===== src/hw/rtl/sbc_pkg.sv =====
// Shared types, codes and defaults for the sparse boolean CSR matrix block.
package sbc_pkg;

    localparam int MAX_ROWS_DEF    = 1024;
    localparam int MAX_ENTRIES_DEF = 4096;
    localparam int DIMENSION_DEF   = 4096;

    localparam int ROW_W       = 12;
    localparam int COL_W       = 12;
    localparam int WORD_IDX_W  = 6;
    localparam int WORD_W      = 64;
    localparam int BIT_SEL_W   = 6;
    localparam int BITMAP_WORDS = 64;

    typedef enum logic [2:0] {
        ACT_APPEND = 3'd0,
        ACT_FINISH = 3'd1,
        ACT_TEST   = 3'd2,
        ACT_ACCUM  = 3'd3,
        ACT_READ   = 3'd4
    } action_t;

    typedef enum logic [1:0] {
        STAT_OK    = 2'd0,
        STAT_FULL  = 2'd1,
        STAT_ORDER = 2'd2
    } status_t;

    typedef enum logic [3:0] {
        S_IDLE,
        S_DISPATCH,
        S_SRCH_RD,
        S_SRCH_CMP,
        S_START,
        S_END,
        S_SCAN_RD,
        S_SCAN_CHK,
        S_SCAN_OR,
        S_RD_WAIT,
        S_DONE
    } state_t;

    typedef enum logic [1:0] {
        BM_NONE,
        BM_READ,
        BM_OR,
        BM_CLEAR
    } bm_op_t;

    typedef struct packed {
        bm_op_t                  op;
        logic [WORD_IDX_W-1:0]   word;
        logic [BIT_SEL_W-1:0]    bit_sel;
    } bm_cmd_t;

endpackage


===== src/hw/rtl/sbc_bitmap.sv =====
// Result bitmap memory with per-word valid bits, read, OR-set and clear.
module sbc_bitmap (
    input  logic                            clk,
    input  logic                            rst_n,
    input  sbc_pkg::bm_cmd_t                cmd,
    output logic [sbc_pkg::WORD_W-1:0]      rdata
);

    logic [sbc_pkg::WORD_W-1:0]         mem [0:sbc_pkg::BITMAP_WORDS-1];
    logic [sbc_pkg::BITMAP_WORDS-1:0]   valid_reg;
    logic [sbc_pkg::WORD_W-1:0]         rdata_reg;

    always_ff @(posedge clk or negedge rst_n)
    begin
        if (!rst_n)
        begin
            valid_reg <= '0;
        end
        else
        begin
            case (cmd.op)
                sbc_pkg::BM_OR:    valid_reg[cmd.word] <= 1'b1;
                sbc_pkg::BM_CLEAR: valid_reg[cmd.word] <= 1'b0;
                default:           ;
            endcase
        end
    end

    always_ff @(posedge clk)
    begin
        case (cmd.op)
            sbc_pkg::BM_READ:
            begin
                rdata_reg <= valid_reg[cmd.word] ? mem[cmd.word] : '0;
            end
            sbc_pkg::BM_OR:
            begin
                mem[cmd.word] <= rdata_reg
                               | (sbc_pkg::WORD_W'(1) << cmd.bit_sel);
            end
            default: ;
        endcase
    end

    assign rdata = rdata_reg;

endmodule


===== config.mk =====
export PLATFORM = sky130hd
export DESIGN_NAME = sbc_bitmap
export DESIGN_NICKNAME = d
export VERILOG_FILES = /design/src/hw/rtl/sbc_pkg.sv /design/src/hw/rtl/sbc_bitmap.sv
export SDC_FILE = /design/constraint.sdc
export NUM_CORES = 2
export LEC_CHECK = 0
export ABC_CLOCK_PERIOD_IN_PS = 2800
export BUFFER_PORTS_ARGS = -buffer_cell sky130_fd_sc_hd__clkbuf_2
export CORE_ASPECT_RATIO = 0.75
export CORE_MARGIN = 4
export CORE_UTILIZATION = 30
export CTS_CLUSTER_DIAMETER = 30
export DETAILED_ROUTE_END_ITERATION = 12
export SETUP_SLACK_MARGIN = 0.15
export SYNTH_ARGS = -nofsm -noshare
export SYNTH_HDL_FRONTEND = slang
export SYNTH_SLANG_ARGS = --single-unit

===== constraint.sdc =====
create_clock -name clk -period 2.8 [get_ports clk]
set_clock_uncertainty 0.05 [all_clocks]
set_input_delay 0.56 -clock clk [delete_from_list [all_inputs] [get_ports clk]]
set_output_delay 0.56 -clock clk [all_outputs]
set_load 0.1 [all_outputs]

# Word level (Yosys, flattened, before mapping)
# Memories as Yosys holds them, arrays and structs flattened. A register that Yosys moved wholly into a read port is not among the register bits.
# Cells that the tools add are included.
# totals
reg_bits	64
ram_bits	4096
in_bits	16
out_inout_bits	64
elab_cells	22
mem_count	1
# op_classes
order_cmp	2
eq_ne	3
shifts	1
mux	7
bitwise	4
reduce_logical	3
# mem_list
name	depth	width	rd	rd_clocked_by_memory_dff	write_ports	line_no	text
mem	64	64	1	1	1	sbc_bitmap.sv:9	logic [sbc_pkg::WORD_W-1:0] mem [0:sbc_pkg::BITMAP_WORDS-1];
# ops
cell	count
$or 64x64->64	2
$pmux 64 s2	1
$and 64x64->64	1
$not 64->64	1
$shl 1x6->64 const A	1
$lt 6x7->1 const B	1
$bmux 1 s6	1
$demux 1 s6	1
$ge 6x1->1 const B	1
$eq 2x2->1 const B	2
$mux 1	4
$eq 2x1->1 const B	1
$reduce_bool 2->1	1
$logic_and 1x1->1	1
$logic_not 1->1	1

# Logic depth before layout (Yosys ltp)
# logic_depth
word_depth	7
ltp_mapped	12
mapped_depth_nobuf	6

# Worst setup path before layout
# OpenSTA, ideal clock, no wires.
# synth_path
path_type	in2reg
from	in cmd[6] in the netlist's numbering
to	mem mem[34][0] in the netlist's numbering (enable)
setup_time_ns	0.564
t_arrival_ns	6.551
t_required_ns	2.186
setup_slack_ns	-4.366
path_stages	9
path_buffers	6
path_cell_list	buf_6 -> buf_4 -> nor3b_2 -> clkbuf_1 -> buf_2 -> buf_2 -> nand2_1 -> clkbuf_1 -> nor3_1
# synth_rtl
item	line_no	text
from (decl)	sbc_bitmap.sv:5	input sbc_pkg::bm_cmd_t cmd,
to (decl)	sbc_bitmap.sv:9	
# Straight into the memory's write port.

==> key figures <==
Setup path
  – Critical path class: flip-flop to flip-flop
  – CP required: 3540 ps
  – CP endpoint kind: flip-flop
  – Worst Setup Start Kind: flip-flop
  – WP buf/inv: 3
  – Delay of the slowest cell on the worst path: 540 ps
  – CP delay by family, top: simple AND/OR/NAND/NOR gates
  – Cells along the critical path: a221oi_4, nor3_2, or4_4, nor4_4, buf_12, buf_12, buf_16, a31oi_1
  – Critical Path Slowest Stage Cell: or4_4
  – WP data arrival: 3500 ps
  – Critical Path Most Common Cell: buf_12
  – Worst Path Max Fanout: 7

STA
  – Fmax: 362.4 MHz
  – Final setup viols: 0
  – Slew at the pin with the worst max-slew slack: 1184 ps
  – Final Max Tran Viols: 0
  – Crit share post-route: 0.9856
  – Min Tclk post-route: 2760 ps
  – TNS Setup: 0 ps
  – Final hold vios: 0
  – Headroom to the max-slew limit: 0.2107
  – Worst hold slack: 258.3 ps
  – RSZ-0062 raised after global routing: true

Clock network
  – Clock Latency Late Sink: 1090 ps
  – Clk slew on worst S/H paths: 50 ps
  – CTS tree: built
  – Total CTS buffers: 620
  – Max Root-Sink Buffers: 4
  – H-tree depth: 6
  – CTS sink cnt: 4224
  – CTS root buffer: clkbuf_16

Layout
  – Area occupied by registers: 0.1265 mm2
  – Nets: approximately 10000
  – Filler instances: between 40000 and 50000
  – Post-route design area: 0.2049 mm2
  – Most frequent cells in the layout: 4160 x edfxtp_1, 840 x a221oi_1, 830 x buf_4
  – Syn-to-layout area delta: 28.99%
  – Area of the multi-input gates: 0.03025 mm2
  – Most common cell after layout, fill and taps aside: edfxtp_1
  – Layout cells sized above 1: 0.2611
  – Max reg flops: 4096

Global route
  – Global route overflow: 0
  – Largest net degree at the start of global routing: 65
  – Antenna violations before repair: 22
  – Vias in the first global route: 96762
  – First-pass GRT wire length: a little under 800000 um
  – GRT Util Overall: 0.2050

Die
  – Die X-Extent: roughly 850 um
  – Die Y: 638.2 um
  – Die area: ~0.54 mm2
  – Initial core utilization: 0.3010
  – Num ports: 80
  – Placement row count: 231
  – Core footprint: 0.5278 mm2

Drt
  – Drt pass-1 iters: 7
  – Iteration-0 DRC Markers: 16855
  – Drt wl/cell: 32.52 um
  – Post-Route WL: 578100 um
  – DR vias: slightly above 100k
  – Drc violations: 0
  – Vias/cell: 5.781
  – Antenna Nets Post-Route: 0

Logic synthesis
  – Syn Nets: roughly 8900
  – Synth warnings: 0
  – Synth area leader: edfxtp_1
  – Ys async rst share: 0.01515
  – Synth top area cells: edfxtp_1 79%, a221oi_1 4.6%, a22oi_1 3.2%
  – Cell area after synthesis: between 0.15 and 0.2 mm2
  – Sequential share of the synthesized area: 0.7966
  – Ys flop type: edfxtp_1
  – Synthesized instance count: 8908
  – Synth Register Bits: 4224
  – Syn Area/Cell: 17.83 um2
  – Synth top area share: 0.7865
  – Post-synth EDFFs: 4160
  – Library cells used by synthesis: 69

Pwr
  – Pwr dens: 774.8 mW/mm2
  – VDD IR-drop max: 662.8 uV
  – Leak Pwr: about 66 nW

Place
  – HPWL Detailed: ~370000 um
  – Number of buffers inserted by port buffering: 79
  – RePlAce Congestion: 0.9211
  – Post-DP Area: 0.1823 mm2

Flow run
  – Max cap viols: 0

Hold path
  – Min-delay worst type: input pin to async pin

Status
  – Status: finished clean
==> final timing paths <==
check | from | endpoint | slack [ps] | depth (start not counted)
max reg2reg | flip-flop | rdata[15] | 40 | 8
max in group asynchronous | rst_n | async pin | 1740 | 3
min reg2reg | flip-flop | flip-flop | 450 | 2
min | rst_n | async pin | 260 | 2
min in group clk | cmd[13] | flip-flop | 260 | 4
max | flip-flop | rdata[15] | 40 | 8
==> cells in the mapped netlist (8+ instances only) <==
master / n
mux2_2: 157
a222oi_1: 27
a2111oi_0: 27
nor3_1: 91
o21bai_1: 16
nor2_1: 224
o221ai_1: 8
a31oi_1: 65
o21ai_1: 8
and2_1: 8
a211oi_1: 26
o21ai_0: 301
buf_1: 108
buf_4: 12
a22oi_1: 686
or3_1: 25
o22a_1: 33
nor2b_1: 14
nand2b_1: 13
buf_2: 178
buf_6: 12
edfxtp_1: 4160
mux4_2: 11
or4_1: 30
a41oi_1: 11
nand2_1: 123
o31ai_1: 32
clkbuf_1: 411
a21oi_1: 201
a211o_1: 53
a21o_1: 28
a221o_1: 33
nand3b_1: 9
o22ai_1: 359
a31o_2: 16
mux2i_1: 261
o211ai_1: 33
dfrtp_1: 64
and3_1: 30
a221oi_1: 840
a22o_1: 81
==> through the flow <==
step | total power, mW | utilization | instances | worst slack [ps]
finish | 158.7 | 0.3882 | 17777 | 40.32
global route | 162.5 | 0.3882 | 17771 | 39.35
CTS | 158.8 | 0.3879 | 17761 | 49.45
detailed placement | 79.71 | 0.3455 | 16585 | -614.5
global placement | 79.64 | 0.3455 | 16585 | -625.4
floorplan | 75.39 | - | 8908 | -1048
==> layout make-up <==
cell class              instances  area share
repair buffers               1446     0.08704
multi-input cells            3958      0.1477
clock inverters               450     0.02648
flip-flops and latches       4224      0.6175
clock buffers                 691     0.07827
well taps                    6990     0.04269
inverters                       5   0.0001771
diodes                         13   0.0001588
==> power breakdown <==
part | internal [mW] | switching (mW) | leakage [nW] | total, mW
registers | 69.8 | 0.193 | 38.4 | 70.0
logic | 2.94 | 6.05 | 17.7 | 8.99
clock network | 49.6 | 30.2 | 10.3 | 79.7
total | 122 | 36.4 | 66.5 | 159
==> timing repair <==
| action | CTS | global route |
|---|---|---|
| endpoints found under the hold margin | 60 | 0 |
| resized for setup | 103 | 12 |
| hold buffers | 2 | 0 |
| pin swaps | 2 | 4 |
| endpoints found under the setup margin | 123 | 61 |
| buffers inserted | 31 | 1 |
| gates cloned | 2 | 2 |
==> cell families (layout without fill, tap and decap cells) <==
family,Yosys count,in the layout,synth area share
compound gates,2916,2916,0.1362
buf+inv,726,2592,0.01941
flops,4224,4224,0.7966
mux,431,431,0.02928
other cells,0,13,0
simple gates,611,611,0.01852
==> routing by layer <==
| metal | share of wire | global-route usage | routed length [um] | vias up |
|---|---|---|---|---|
| met2 | 0.42 | 0.2885 | 240800 | 7939 |
| met3 | 0.15 | 0.06772 | 85250 | 1080 |
| li1 | - | - | - | 40831 |
| met4 | 0.041 | 0.07463 | 23770 | 2 |
| met5 | 0.00029 | 0.002044 | 168 | - |
| met1 | 0.39 | 0.2935 | 228100 | 52924 |
(Power assumes the default switching activity.)
